--- src/rtl/bmid_pkg.sv ---
// Package for the bus-mapped integer divider.
// Widths, register and read codes, divider sequencer states and status types.
// No dependencies.
`default_nettype none

package bmid_pkg;

    localparam int WORD_W  = 16;
    localparam int NUM_W   = 2 * WORD_W;
    localparam int ITERS   = NUM_W;
    localparam int CNT_W   = $clog2(ITERS);
    localparam int FLAG_W  = 2;

    localparam logic [WORD_W-1:0] UNMAPPED_WORD = 16'hFFFF;
    localparam logic [WORD_W-1:0] Q_MAX         = 16'h7FFF;
    localparam logic [WORD_W-1:0] Q_MIN         = 16'h8000;
    localparam logic [NUM_W-1:0]  MAG_POS_MAX   = 32'd32767;
    localparam logic [NUM_W-1:0]  MAG_NEG_MAX   = 32'd32768;

    // flag bit positions
    localparam int FLAG_ZERO_DIV = 0;
    localparam int FLAG_OVERFLOW = 1;

    // access kind
    localparam logic KIND_READ  = 1'b0;
    localparam logic KIND_WRITE = 1'b1;

    // write register select, offset bits 1:0
    localparam logic [1:0] SEL_DIV_HI  = 2'd0;
    localparam logic [1:0] SEL_DIV_LO  = 2'd1;
    localparam logic [1:0] SEL_DIVISOR = 2'd2;
    localparam logic [1:0] SEL_NONE    = 2'd3;

    // read word select, offset bits 2:0
    localparam logic [2:0] RD_DIV_HI  = 3'd0;
    localparam logic [2:0] RD_DIV_LO  = 3'd1;
    localparam logic [2:0] RD_DIVISOR = 3'd2;
    localparam logic [2:0] RD_RES_HI  = 3'd4;
    localparam logic [2:0] RD_RES_LO  = 3'd5;
    localparam logic [2:0] RD_STATUS  = 3'd6;

    // offset bit positions
    localparam int OFS_START_BIT = 3;
    localparam int OFS_MODE_BIT  = 2;

    typedef enum logic [3:0] {
        ST_IDLE = 4'b0001,
        ST_LOAD = 4'b0010,
        ST_ITER = 4'b0100,
        ST_FIN  = 4'b1000
    } div_state_t;

    typedef struct packed {
        logic busy;
        logic done;
    } div_stat_t;

endpackage

`default_nettype wire

--- src/rtl/bmid_req_if.sv ---
// Request channel of the bus-mapped integer divider: one bus access per item.
// Depends on bmid_pkg for the word width.
`default_nettype none

interface bmid_req_if;
    logic                        valid;
    logic                        ready;
    logic                        kind;
    logic [3:0]                  offset;
    logic [bmid_pkg::WORD_W-1:0] write_data;
    logic [bmid_pkg::WORD_W-1:0] keep_mask;

    modport source (output valid, kind, offset, write_data, keep_mask, input ready);
    modport sink   (input valid, kind, offset, write_data, keep_mask, output ready);
endinterface

`default_nettype wire

--- src/rtl/bmid_rsp_if.sv ---
// Response channel of the bus-mapped integer divider: one read word per item.
// Depends on bmid_pkg for the word width.
`default_nettype none

interface bmid_rsp_if;
    logic                        valid;
    logic                        ready;
    logic [bmid_pkg::WORD_W-1:0] read_data;

    modport source (output valid, read_data, input ready);
    modport sink   (input valid, read_data, output ready);
endinterface

`default_nettype wire

--- src/rtl/bmid_div.sv ---
// Radix-2 restoring divider with sign handling, saturation and result registers.
// One shared subtract/compare unit stepped by a small sequencer. Depends on bmid_pkg.
`default_nettype none

module bmid_div (
    input  wire logic                          clk,
    input  wire logic                          rst_n,
    input  wire logic                          start,
    input  wire logic                          mode_unsigned,
    input  wire logic [bmid_pkg::NUM_W-1:0]    dividend,
    input  wire logic [bmid_pkg::WORD_W-1:0]   divisor,
    output logic      [bmid_pkg::WORD_W-1:0]   result_high,
    output logic      [bmid_pkg::WORD_W-1:0]   result_low,
    output logic      [bmid_pkg::FLAG_W-1:0]   flags,
    output bmid_pkg::div_stat_t                stat
);

    bmid_pkg::div_state_t              state_reg, state_next;
    logic [bmid_pkg::CNT_W-1:0]        cnt_reg, cnt_next;
    logic                              mode_reg, mode_next;
    logic                              sn_reg, sn_next;
    logic                              sd_reg, sd_next;
    logic                              dz_reg, dz_next;
    logic [bmid_pkg::WORD_W-1:0]       dmag_reg, dmag_next;
    logic [bmid_pkg::WORD_W-1:0]       rem_reg, rem_next;
    logic [bmid_pkg::NUM_W-1:0]        quo_reg, quo_next;
    logic [bmid_pkg::WORD_W-1:0]       res_hi_reg, res_hi_next;
    logic [bmid_pkg::WORD_W-1:0]       res_lo_reg, res_lo_next;
    logic [bmid_pkg::FLAG_W-1:0]       flags_reg, flags_next;

    logic [bmid_pkg::WORD_W:0]         shifted;
    logic [bmid_pkg::WORD_W:0]         trial;
    logic                              qneg;
    logic                              ovf;
    logic [bmid_pkg::WORD_W-1:0]       q16;

    always_comb
    begin
        state_next  = state_reg;
        cnt_next    = cnt_reg;
        mode_next   = mode_reg;
        sn_next     = sn_reg;
        sd_next     = sd_reg;
        dz_next     = dz_reg;
        dmag_next   = dmag_reg;
        rem_next    = rem_reg;
        quo_next    = quo_reg;
        res_hi_next = res_hi_reg;
        res_lo_next = res_lo_reg;
        flags_next  = flags_reg;

        shifted = {rem_reg, quo_reg[bmid_pkg::NUM_W-1]};
        trial   = shifted - {1'b0, dmag_reg};
        qneg    = sn_reg ^ sd_reg;
        ovf     = 1'b0;
        q16     = '0;

        unique case (state_reg)
            bmid_pkg::ST_IDLE:
            begin
                if (start)
                begin
                    mode_next  = mode_unsigned;
                    state_next = bmid_pkg::ST_LOAD;
                end
            end
            bmid_pkg::ST_LOAD:
            begin
                dz_next   = (divisor == '0);
                sn_next   = !mode_reg && dividend[bmid_pkg::NUM_W-1];
                sd_next   = !mode_reg && divisor[bmid_pkg::WORD_W-1];
                dmag_next = sd_next ? (-divisor) : divisor;
                rem_next  = '0;
                cnt_next  = bmid_pkg::CNT_W'(bmid_pkg::ITERS - 1);
                if (dz_next)
                begin
                    quo_next   = dividend;
                    state_next = bmid_pkg::ST_FIN;
                end
                else
                begin
                    quo_next   = sn_next ? (-dividend) : dividend;
                    state_next = bmid_pkg::ST_ITER;
                end
            end
            bmid_pkg::ST_ITER:
            begin
                if (!trial[bmid_pkg::WORD_W])
                begin
                    rem_next = trial[bmid_pkg::WORD_W-1:0];
                    quo_next = {quo_reg[bmid_pkg::NUM_W-2:0], 1'b1};
                end
                else
                begin
                    rem_next = shifted[bmid_pkg::WORD_W-1:0];
                    quo_next = {quo_reg[bmid_pkg::NUM_W-2:0], 1'b0};
                end
                cnt_next = cnt_reg - 1'b1;
                if (cnt_reg == '0)
                    state_next = bmid_pkg::ST_FIN;
            end
            bmid_pkg::ST_FIN:
            begin
                if (mode_reg)
                begin
                    res_hi_next = quo_reg[bmid_pkg::NUM_W-1:bmid_pkg::WORD_W];
                    res_lo_next = quo_reg[bmid_pkg::WORD_W-1:0];
                end
                else if (dz_reg)
                begin
                    // quotient is the dividend itself, remainder its low word
                    ovf = !((quo_reg[bmid_pkg::NUM_W-1:bmid_pkg::WORD_W-1] == '0) ||
                            (quo_reg[bmid_pkg::NUM_W-1:bmid_pkg::WORD_W-1] == '1));
                    res_hi_next = ovf ? (quo_reg[bmid_pkg::NUM_W-1] ? bmid_pkg::Q_MIN
                                                                    : bmid_pkg::Q_MAX)
                                      : quo_reg[bmid_pkg::WORD_W-1:0];
                    res_lo_next = quo_reg[bmid_pkg::WORD_W-1:0];
                end
                else
                begin
                    ovf = qneg ? (quo_reg > bmid_pkg::MAG_NEG_MAX)
                               : (quo_reg > bmid_pkg::MAG_POS_MAX);
                    q16 = qneg ? (-quo_reg[bmid_pkg::WORD_W-1:0])
                               : quo_reg[bmid_pkg::WORD_W-1:0];
                    res_hi_next = ovf ? (qneg ? bmid_pkg::Q_MIN : bmid_pkg::Q_MAX) : q16;
                    res_lo_next = sn_reg ? (-rem_reg) : rem_reg;
                end
                flags_next[bmid_pkg::FLAG_ZERO_DIV] = dz_reg;
                flags_next[bmid_pkg::FLAG_OVERFLOW] = ovf;
                state_next = bmid_pkg::ST_IDLE;
            end
            default:
            begin
                state_next = bmid_pkg::ST_IDLE;
            end
        endcase
    end

    always_ff @(posedge clk or negedge rst_n)
    begin
        if (!rst_n)
        begin
            state_reg  <= bmid_pkg::ST_IDLE;
            res_hi_reg <= '0;
            res_lo_reg <= '0;
            flags_reg  <= '0;
        end
        else
        begin
            state_reg  <= state_next;
            res_hi_reg <= res_hi_next;
            res_lo_reg <= res_lo_next;
            flags_reg  <= flags_next;
        end
    end

    always_ff @(posedge clk)
    begin
        cnt_reg  <= cnt_next;
        mode_reg <= mode_next;
        sn_reg   <= sn_next;
        sd_reg   <= sd_next;
        dz_reg   <= dz_next;
        dmag_reg <= dmag_next;
        rem_reg  <= rem_next;
        quo_reg  <= quo_next;
    end

    assign result_high = res_hi_reg;
    assign result_low  = res_lo_reg;
    assign flags       = flags_reg;
    assign stat.busy   = (state_reg != bmid_pkg::ST_IDLE);
    assign stat.done   = (state_reg == bmid_pkg::ST_FIN);

endmodule

`default_nettype wire

--- src/rtl/bus_mapped_integer_divider.sv ---
// Top level of the bus-mapped integer divider: bus registers, read mux, output register.
// Depends on bmid_pkg, bmid_req_if, bmid_rsp_if and bmid_div.
//
// channel  dir  payload                                  handshake
// req      in   kind, offset, write_data, keep_mask      valid/ready
// rsp      out  read_data (reads only)                   valid/ready
//
// A plain write updates the bus registers; a read's word is held in an output register.
// A write with offset bit 3 starts a division: 1 load, 32 shift/subtract steps of the one
// divider unit, 1 fix-up; a zero divisor goes from load straight to fix-up; req.ready is low
// meanwhile. req.ready is also low while a read word waits and rsp.ready is low.
// Reset clears the bus registers, the divider results and the flags to zero.
`default_nettype none

module bus_mapped_integer_divider (
    input  wire logic   clk,
    input  wire logic   rst_n,
    bmid_req_if.sink    req,
    bmid_rsp_if.source  rsp
);

    logic [bmid_pkg::WORD_W-1:0] div_hi_reg, div_hi_next;
    logic [bmid_pkg::WORD_W-1:0] div_lo_reg, div_lo_next;
    logic [bmid_pkg::WORD_W-1:0] divisor_reg, divisor_next;
    logic                        rsp_valid_reg, rsp_valid_next;
    logic [bmid_pkg::WORD_W-1:0] rsp_data_reg, rsp_data_next;

    logic [bmid_pkg::WORD_W-1:0] res_hi;
    logic [bmid_pkg::WORD_W-1:0] res_lo;
    logic [bmid_pkg::FLAG_W-1:0] flags;
    bmid_pkg::div_stat_t         div_stat;

    logic                        accept;
    logic                        is_write;
    logic                        div_start;
    logic [bmid_pkg::WORD_W-1:0] merged;
    logic [bmid_pkg::WORD_W-1:0] rd_word;

    assign req.ready = !div_stat.busy && (!rsp_valid_reg || rsp.ready);
    assign accept    = req.valid && req.ready;
    assign is_write  = (req.kind == bmid_pkg::KIND_WRITE);
    assign div_start = accept && is_write && req.offset[bmid_pkg::OFS_START_BIT];

    always_comb
    begin
        div_hi_next  = div_hi_reg;
        div_lo_next  = div_lo_reg;
        divisor_next = divisor_reg;
        merged       = '0;
        if (accept && is_write)
        begin
            unique case (req.offset[1:0])
                bmid_pkg::SEL_DIV_HI:
                begin
                    merged      = (div_hi_reg & req.keep_mask) | (req.write_data & ~req.keep_mask);
                    div_hi_next = merged;
                end
                bmid_pkg::SEL_DIV_LO:
                begin
                    merged      = (div_lo_reg & req.keep_mask) | (req.write_data & ~req.keep_mask);
                    div_lo_next = merged;
                end
                bmid_pkg::SEL_DIVISOR:
                begin
                    merged       = (divisor_reg & req.keep_mask) | (req.write_data & ~req.keep_mask);
                    divisor_next = merged;
                end
                bmid_pkg::SEL_NONE:
                begin
                    merged = '0;
                end
            endcase
        end
    end

    always_comb
    begin
        unique case (req.offset[2:0])
            bmid_pkg::RD_DIV_HI:  rd_word = div_hi_reg;
            bmid_pkg::RD_DIV_LO:  rd_word = div_lo_reg;
            bmid_pkg::RD_DIVISOR: rd_word = divisor_reg;
            bmid_pkg::RD_RES_HI:  rd_word = res_hi;
            bmid_pkg::RD_RES_LO:  rd_word = res_lo;
            bmid_pkg::RD_STATUS:  rd_word = {flags, {(bmid_pkg::WORD_W - bmid_pkg::FLAG_W){1'b0}}};
            default:              rd_word = bmid_pkg::UNMAPPED_WORD;
        endcase
    end

    always_comb
    begin
        rsp_valid_next = rsp_valid_reg;
        rsp_data_next  = rsp_data_reg;
        if (rsp_valid_reg && rsp.ready)
            rsp_valid_next = 1'b0;
        if (accept && !is_write)
        begin
            rsp_valid_next = 1'b1;
            rsp_data_next  = rd_word;
        end
    end

    always_ff @(posedge clk or negedge rst_n)
    begin
        if (!rst_n)
        begin
            div_hi_reg    <= '0;
            div_lo_reg    <= '0;
            divisor_reg   <= '0;
            rsp_valid_reg <= 1'b0;
        end
        else
        begin
            div_hi_reg    <= div_hi_next;
            div_lo_reg    <= div_lo_next;
            divisor_reg   <= divisor_next;
            rsp_valid_reg <= rsp_valid_next;
        end
    end

    always_ff @(posedge clk)
    begin
        rsp_data_reg <= rsp_data_next;
    end

    bmid_div u_div (
        .clk           (clk),
        .rst_n         (rst_n),
        .start         (div_start),
        .mode_unsigned (req.offset[bmid_pkg::OFS_MODE_BIT]),
        .dividend      ({div_hi_reg, div_lo_reg}),
        .divisor       (divisor_reg),
        .result_high   (res_hi),
        .result_low    (res_lo),
        .flags         (flags),
        .stat          (div_stat)
    );

    assign rsp.valid     = rsp_valid_reg;
    assign rsp.read_data = rsp_data_reg;

`ifndef SYNTH
    a_start_busy: assert property (@(posedge clk) disable iff (!rst_n)
        div_start |=> div_stat.busy)
        else $error("divider not busy after start");

    a_busy_blocks: assert property (@(posedge clk) disable iff (!rst_n)
        div_stat.busy |-> !req.ready)
        else $error("request taken while dividing");

    a_done_idle: assert property (@(posedge clk) disable iff (!rst_n)
        div_stat.done |=> !div_stat.busy)
        else $error("divider still busy after fix-up");

    a_rsp_from_read: assert property (@(posedge clk) disable iff (!rst_n)
        $rose(rsp_valid_reg) |-> $past(accept && !is_write))
        else $error("read word without read item");
`endif

endmodule

`default_nettype wire

--- src/flat_wrapper.sv ---
// flat-port wrapper written by rule: the top's interface ports become plain ports
module bus_mapped_integer_divider_flat 
  (clk, rst_n, req_valid, req_kind, req_offset, req_write_data, req_keep_mask, req_ready, rsp_valid, rsp_read_data, rsp_ready);
  bmid_req_if req_i ();
  bmid_rsp_if rsp_i ();
  input  wire logic clk;
  input  wire logic rst_n;
  input wire logic [$bits(req_i.valid)-1:0] req_valid;
  input wire logic [$bits(req_i.kind)-1:0] req_kind;
  input wire logic [$bits(req_i.offset)-1:0] req_offset;
  input wire logic [$bits(req_i.write_data)-1:0] req_write_data;
  input wire logic [$bits(req_i.keep_mask)-1:0] req_keep_mask;
  output wire logic [$bits(req_i.ready)-1:0] req_ready;
  output wire logic [$bits(rsp_i.valid)-1:0] rsp_valid;
  output wire logic [$bits(rsp_i.read_data)-1:0] rsp_read_data;
  input wire logic [$bits(rsp_i.ready)-1:0] rsp_ready;
  assign req_i.valid = req_valid;
  assign req_i.kind = req_kind;
  assign req_i.offset = req_offset;
  assign req_i.write_data = req_write_data;
  assign req_i.keep_mask = req_keep_mask;
  assign req_ready = req_i.ready;
  assign rsp_valid = rsp_i.valid;
  assign rsp_read_data = rsp_i.read_data;
  assign rsp_i.ready = rsp_ready;
  bus_mapped_integer_divider u_core (.clk(clk), .rst_n(rst_n), .req(req_i), .rsp(rsp_i));
endmodule
--- config.mk ---
export PLATFORM = sky130hd
export DESIGN_NAME = bus_mapped_integer_divider_flat
export DESIGN_NICKNAME = d
export VERILOG_FILES = /design/src/rtl/bmid_pkg.sv /design/src/rtl/bmid_req_if.sv /design/src/rtl/bmid_rsp_if.sv /design/src/rtl/bmid_div.sv /design/src/rtl/bus_mapped_integer_divider.sv /design/src/flat_wrapper.sv
export SDC_FILE = /design/constraint.sdc
export NUM_CORES = 1
export LEC_CHECK = 0
export BUFFER_PORTS_ARGS = -buffer_cell sky130_fd_sc_hd__buf_2
export CORE_ASPECT_RATIO = 1.1
export CORE_MARGIN = 1.5
export CORE_UTILIZATION = 60
export CTS_CLUSTER_SIZE = 10
export DETAILED_ROUTE_END_ITERATION = 10
export PLACE_DENSITY = 0.79
export SLEW_MARGIN = 30
export SYNTH_ARGS = -nofsm -noshare
export SYNTH_HDL_FRONTEND = slang
export SYNTH_SLANG_ARGS = --single-unit
--- constraint.sdc ---
create_clock -name clk -period 4.1 [get_ports clk]
set_clock_uncertainty 0.1 [all_clocks]
set_input_delay 0.82 -clock clk [delete_from_list [all_inputs] [get_ports clk]]
set_output_delay 0.82 -clock clk [all_outputs]
set_load 0.01 [all_outputs]
==> flow_metrics.tcl, run 1 <==
set metrics [dict create \
    vias_in_the_first_global_route 8757 \
    timing.critical_path.arrival_ns 3.31 \
    clkSlewWorstSetupHoldPaths_ns 0.07 \
    yosys.area_share.xor_xnor_pct 5.79 \
    areaGrowthSynthToFinish_pct 10.6 \
    synth_ff_type "edfxtp_1" \
    antenna_violations_before_repair 1 \
    crit_type "reg -> reg" \
    postRouteWirelength_um 31100 \
    ys_async_sr_fraction_pct 49.4 \
    dieArea_sq_um 18500 \
    final_net_count 1189 \
    ir_drop_mv 0.362 \
    drc_errors 0 \
    post_synthesis_share_of_cell_area_spent_on_and_or_nand_and_nor_gates_pct 17.4 \
    cts_resized 0 \
    gp_congestion 0.996 \
    fmax_mhz 310 \
    synth.most_common_cell "nor2_1" \
    power.internal_w 0.00328 \
    die-height_um 142 \
    setup.worst_path.start_class "flop" \
    dr.first_iter.drc_count 1086 \
    numCtsBuffers 17 \
    h-tree-depth 4 \
    std_cell_rows 50 \
    ys_ff_latch 176 \
    slew_headroom_pct 34.4 \
    finalSetupViolations 0 \
    synth_area_in_compound_gates_pct 17.1 \
    rsz0062_at_grt "no" \
    synth.largest_area_cell "edfxtp_1" \
    ctsRootBufferMaster "clkbuf_16" \
    worstHoldPathType "in -> async" \
    synthDistinctLibCells 78 \
    track_usage_pct 35.5 \
    synth_enable_flop_cells 89 \
    clock_tree_from_tritoncts "built" \
    pre_cts_ws_ns 0.939 \
    crit_required_ns 4.18 \
    comb_power_share_pct 16.1 \
    synth.yosys.seq_area_share_pct 45.8 \
    power.static_leakage_nw 4.61 \
    drive_gt1_share_pct 16.9 \
    power.total_w 0.00480 \
    switchingPower_w 0.00151 \
    synthesis.area_per_instance_sq_um 9.78 \
    finalNonFillerCells 1373 \
    post-cts-setup-buffer-count 0 \
    final_max_slew_viol_count 0 \
    synthMuxAreaShare_pct 7.98 \
    worstMarginPinSlew_ns 0.981 \
    drt-vias-per-instance 6.60 \
    switching_share_pct 31.5 \
    dieWidth_um 130 \
    synth_common_cells "nor2_1, nand2_1, edfxtp_1" \
    vias 9055 \
    clock_path_buffers 2 \
    detail_route.first_pass.iterations 6 \
    run_status "completed" \
    netlist.area_leader.share_pct 25.2 \
    min_period_over_period_pct 78.8 \
    io_pins 59 \
    synth-warning-count 0 \
    totalNegativeSetupSlack_ns 0 \
    synth_top_family_by_area "simple AND/OR/NAND/NOR gates" \
    clock_insertion_delay_worst_skew_ns 0.45 \
    diodes 0 \
    dp_cells 1341 \
    p_clk_share_pct 33.9 \
    timing.critical_path.fanout_max 15 \
    io_buffers 58 \
    cts.sink_count 176 \
    average_routed_wire_per_standard_cell_um 22.7 \
    max_cap_viol_count 0 \
    grt_start_max_net_pins 77 \
    detailed_place_hpwl_um 22100 \
    power.sequential.fraction_pct 50.0 \
    setup.worst_path.end_class "flop" \
    ant_nets 0 \
    synth.area.top_cells "edfxtp_1, dfrtp_1, mux2_2" \
    grt_first_pass_wirelength_um 48900 \
    finalHoldViolations 0 \
    setup_slack_ns 0.871 \
    timing.hold.ws_ns 0.311 \
    cell_count_after_synthesis 1083 \
    yosys.area_share.adder_pct 2.67 \
    gr-total-overflow 0 \
    power-per-cell-area_nw_per_um2 409 \
    finalCriticalPeriod_ns 3.23 \
    initial_core_util_pct 61.8 \
    synth.net_count 1146 \
    core_area_sq_um 17100 \
    syn-cell-area_sq_um 10600 \
    holdBufCountCts 0 \
]
worst paths after layout:
| check | start | endpoint | slack, ns | cells after the start |
|---|---|---|---|---|
| setup / recovery | u_core.u_div.quo_reg[31] | u_core.u_div.rem_reg[13] | 0.87 | 11 |
| hold / removal | rst_n | asynchronous set/reset pin | 0.31 | 1 |
| setup reg to reg | u_core.u_div.quo_reg[31] | u_core.u_div.rem_reg[13] | 0.87 | 11 |
| hold reg to reg | u_core.u_div.result_low[6] | u_core.u_div.result_low[6] | 0.39 | 2 |
| max in group asynchronous | rst_n | u_core.u_div.flags[0] | 2.88 | 2 |
| min in group clk | u_core.u_div.result_low[6] | u_core.u_div.result_low[6] | 0.39 | 2 |
worst max-delay path: stages (launching register included):
cell,delay (ns)
edfxtp_1,0.55
inv_1,0.12
ha_1,0.23
fa_1,0.42
nor2b_1,0.16
o31a_1,0.22
o211ai_1,0.13
a22oi_1,0.24
xnor2_2,0.10
buf_4,0.22
nor4_1,0.37
nor3_1,0.10
logic make-up after synthesis:
family                     after synthesis
AOI/OAI and AO/OA                      288
muxes                                   72
xor gates and xnor gates                70
and+or+nand+nor                        370
DFF                                    176
adders and majority gates               22
buffers and inverters                   85
per-stage QoR:
stage                     utilization, %  area, sq um
final                               68.3        11700
after global routing                68.3        11700
after CTS                           68.3        11700
after detailed placement            64.9        11100
after global placement              64.8        11100
after floorplan                        -        10600
layout by cell type, fill, tap and decap left out, types with 6 or more instances in the layout:
master     count
nand2b_1      11
inv_1         33
buf_4         18
nand3b_1      17
xnor2_1       29
a21oi_1       69
clkbuf_16     18
and3_1         6
nor2b_1       15
xor2_1        40
ha_1          21
o31ai_1       17
o21ai_0       88
a22oi_1       10
dfrtp_1       86
o21ai_1       16
o41ai_1        6
nand2_1       90
nand3_1        9
a31oi_1       11
mux2_2        50
a21o_1        13
and2_1        10
a222oi_1       9
edfxtp_1      89
buf_2         57
mux2i_1       17
a211oi_1       7
nand4_1        6
nor4_1         8
nor2_1       134
nor3_1        19
or3_1          9
power groups by stage:
stage / Clock (W) / Sequential, W / Combinational (W)
finish: 0.00163 / 0.00240 / 0.000774
global route: 0.00170 / 0.00240 / 0.000844
CTS: 0.00163 / 0.00237 / 0.000766
detailed placement: 0 / 0.00241 / 0.000759
global placement: 0 / 0.00240 / 0.000733
floorplan: 0 / 0.00226 / 0.000577
per-layer routing:
| metal | routed length (um) | global-route usage, % | vias to the layer above |
|---|---|---|---|
| met3 | 3230 | 8.42 | 112 |
| met5 | 11 | 0 | - |
| li1 | - | - | 4045 |
| met1 | 12100 | 46.2 | 4312 |
| met2 | 14400 | 56.3 | 584 |
| met4 | 1370 | 16.0 | 2 |
final cells by class:
type                       count  area (sq um)
timing repair buffer          76           432
inverter                      33           124
clock inverter                14           138
fill                        1345          5430
clock buffer                  18           450
tap                          234           293
sequential                   176          4850
multi-input combinational    822          5430
No activity file was read; power rests on OpenSTA's default activity.
==> inputs of run 2 (changes only) <==
clock period = 3.4 ns   (was 4.1 ns; I/O delays follow)
==> run 2 against run 1 <==
Effect of this change: the run now ends with DRC, setup timing left; clock power increased by 20%; routed wire length decreased by 0.79%; highest routed layer is now met4; clock-buffer cell count decreased by 1; largest cell class unchanged; setup slack got worse by 0.88 ns; die area unchanged; sequential power increased by 20%; global-route usage decreased by 0.89 points; fmax decreased by 5.2%; power increased by 21%; register-to-register slack got worse by 0.88 ns.
==> flow_metrics.tcl, run 2 (synthesis results as in run 1) <==
set metrics [dict create \
    setup.worst_path.end_class "flop" \
    vias 9060 \
    ir_drop_mv 0.359 \
    cp_common_cell "o21ai_0" \
    dr.first_iter.drc_count 1158 \
    timing.hold.ws_ns 0.191 \
    fmax_mhz 293 \
    numCtsBuffers 17 \
    clkSlewWorstSetupHoldPaths_ns 0.08 \
    mostFrequentLayoutCells "nor2_1, nand2_1, edfxtp_1, o21ai_0, dfrtp_1" \
    die-height_um 142 \
    power.static_leakage_nw 4.67 \
    core_area_sq_um 17100 \
    postRouteWirelength_um 30900 \
    area_used_by_multi_input_combinational_logic_sq_um 5420 \
    min_period_over_period_pct 100 \
    grt_start_max_net_pins 80 \
    post_route_cell_area_sq_um 11800 \
    finalHoldViolations 0 \
    gp_congestion 1.00 \
    run_status "finished with violations" \
    violations "DRC, setup timing" \
    ctsRootBufferMaster "clkbuf_16" \
    setup.worst_path.start_class "flop" \
    timing.critical_path.fanout_max 9 \
    power.total_w 0.00583 \
    h-tree-depth 4 \
    io_buffers 58 \
    gr-total-overflow 0 \
    antenna_violations_before_repair 0 \
    cts.sink_count 176 \
    areaGrowthSynthToFinish_pct 11.6 \
    dieWidth_um 130 \
    rsz0062_at_grt "no" \
    vias_in_the_first_global_route 8619 \
    crit_type "reg -> reg" \
    clock_tree_from_tritoncts "built" \
    max_cap_viol_count 0 \
    crit_path_cell_trace "nor4_1 -> nand4bb_1 -> nor3_2 -> nor2b_2 -> buf_4 -> o21ai_0 -> xor2_1 -> o21ai_0" \
    std_cell_rows 50 \
    finalNonFillerCells 1384 \
    final_max_slew_viol_count 0 \
    clock_insertion_delay_worst_skew_ns 0.44 \
    crit_required_ns 3.45 \
    cts_resized 0 \
    finalCoreUtilization_pct 69.0 \
    clock_path_buffers 2 \
    holdBufCountCts 0 \
    ff_latch_area_sq_um 4850 \
    ant_nets 0 \
    finalSetupViolations 1 \
    fillers 1334 \
    average_routed_wire_per_standard_cell_um 22.3 \
    critPathSlowestCell "nor4_1" \
    io_pins 59 \
    regToRegSetupSlack_ns -0.007 \
    initial_core_util_pct 61.8 \
    critical_path.max_stage_delay_ns 0.97 \
    dieArea_sq_um 18500 \
    post-cts-setup-buffer-count 0 \
    drive_gt1_share_pct 17.7 \
    power-per-cell-area_nw_per_um2 493 \
    slew_headroom_pct 25.4 \
    worstHoldPathType "in -> async" \
    grt_first_pass_wirelength_um 47600 \
    final_net_count 1200 \
    drt-vias-per-instance 6.55 \
    dp_cells 1352 \
    detailed_place_hpwl_um 22500 \
    worstMarginPinSlew_ns 1.11 \
    drc_errors 2 \
    layout_commonest_cell "nor2_1" \
    track_usage_pct 34.6 \
    finalCriticalPeriod_ns 3.41 \
    cell_area_reported_after_detailed_placement_sq_um 11200 \
    detail_route.first_pass.iterations 11 \
    timing.critical_path.arrival_ns 3.46 \
    diodes 0 \
    setup_slack_ns -0.00749 \
]
-- run 2: cell types whose count changed in the layout (fill, tap and decap cells not counted), moves of 2 or more --
| cell | change |
|---|---|
| clkinv_8 | +2 |
| buf_4 | +9 |
| buf_12 | +2 |
| clkinv_4 | +2 |
-- run 2: critical path, delay by kind of cell (launching register included) --
kind,cells,cell delay [ns]
DFF,1,0.49
xor gates and xnor gates,1,0.20
AOI/OAI and AO/OA,2,0.23
buffers and inverters,1,0.20
and+or+nand+nor,4,1.91
-- run 2: worst paths after layout --
kind	startpoint	to	cells after the start
min	rst_n	u_core.u_div.result_low[1]	1
min reg2reg	u_core.u_div.result_low[5]	u_core.u_div.result_low[5]	2
max in group asynchronous	rst_n	u_core.u_div.result_low[14]	2
max reg2reg	flop	u_core.u_div.quo_reg[25]	8
min in group clk	req_offset[3]	u_core.u_div.state_reg[1]	3
max	flop	u_core.u_div.quo_reg[25]	8
-- run 2: area by class of cell --
type	instances	share of cell area, %
Inverter	33	1.05
Sequential cell	176	41.0
Clock inverter	15	1.41
Clock buffer	17	3.60
Multi-Input combinational cell	822	45.9
Timing Repair Buffer	87	4.56
Tap cell	234	2.48
-- run 2: through the flow --
step / setup TNS [ns] / setup slack, ns
4_1_cts: 0 / 0.255
2_1_floorplan: 0 / 0.662
6_report: -0.00749 / -0.00749
5_1_grt: 0 / 0.0863
3_3_place_gp: 0 / 0.512
3_5_place_dp: 0 / 0.462
-- run 2: layer usage --
| metal | part of all wire, % | GRT usage, % | up-vias |
|---|---|---|---|
| met5 | 0 | 0 | - |
| met3 | 10 | 6.05 | 97 |
| met2 | 46 | 53.6 | 562 |
| met4 | 4.4 | 16.1 | 0 |
| met1 | 39 | 47.5 | 4337 |
| li1 | - | - | 4064 |
-- run 2: where the power goes --
| group | switching (W) | internal (W) |
|---|---|---|
| Sequential | 0.000381 | 0.00249 |
| Clock | 0.000966 | 0.000989 |
| Combinational | 0.000528 | 0.000473 |
| Total | 0.00187 | 0.00395 |
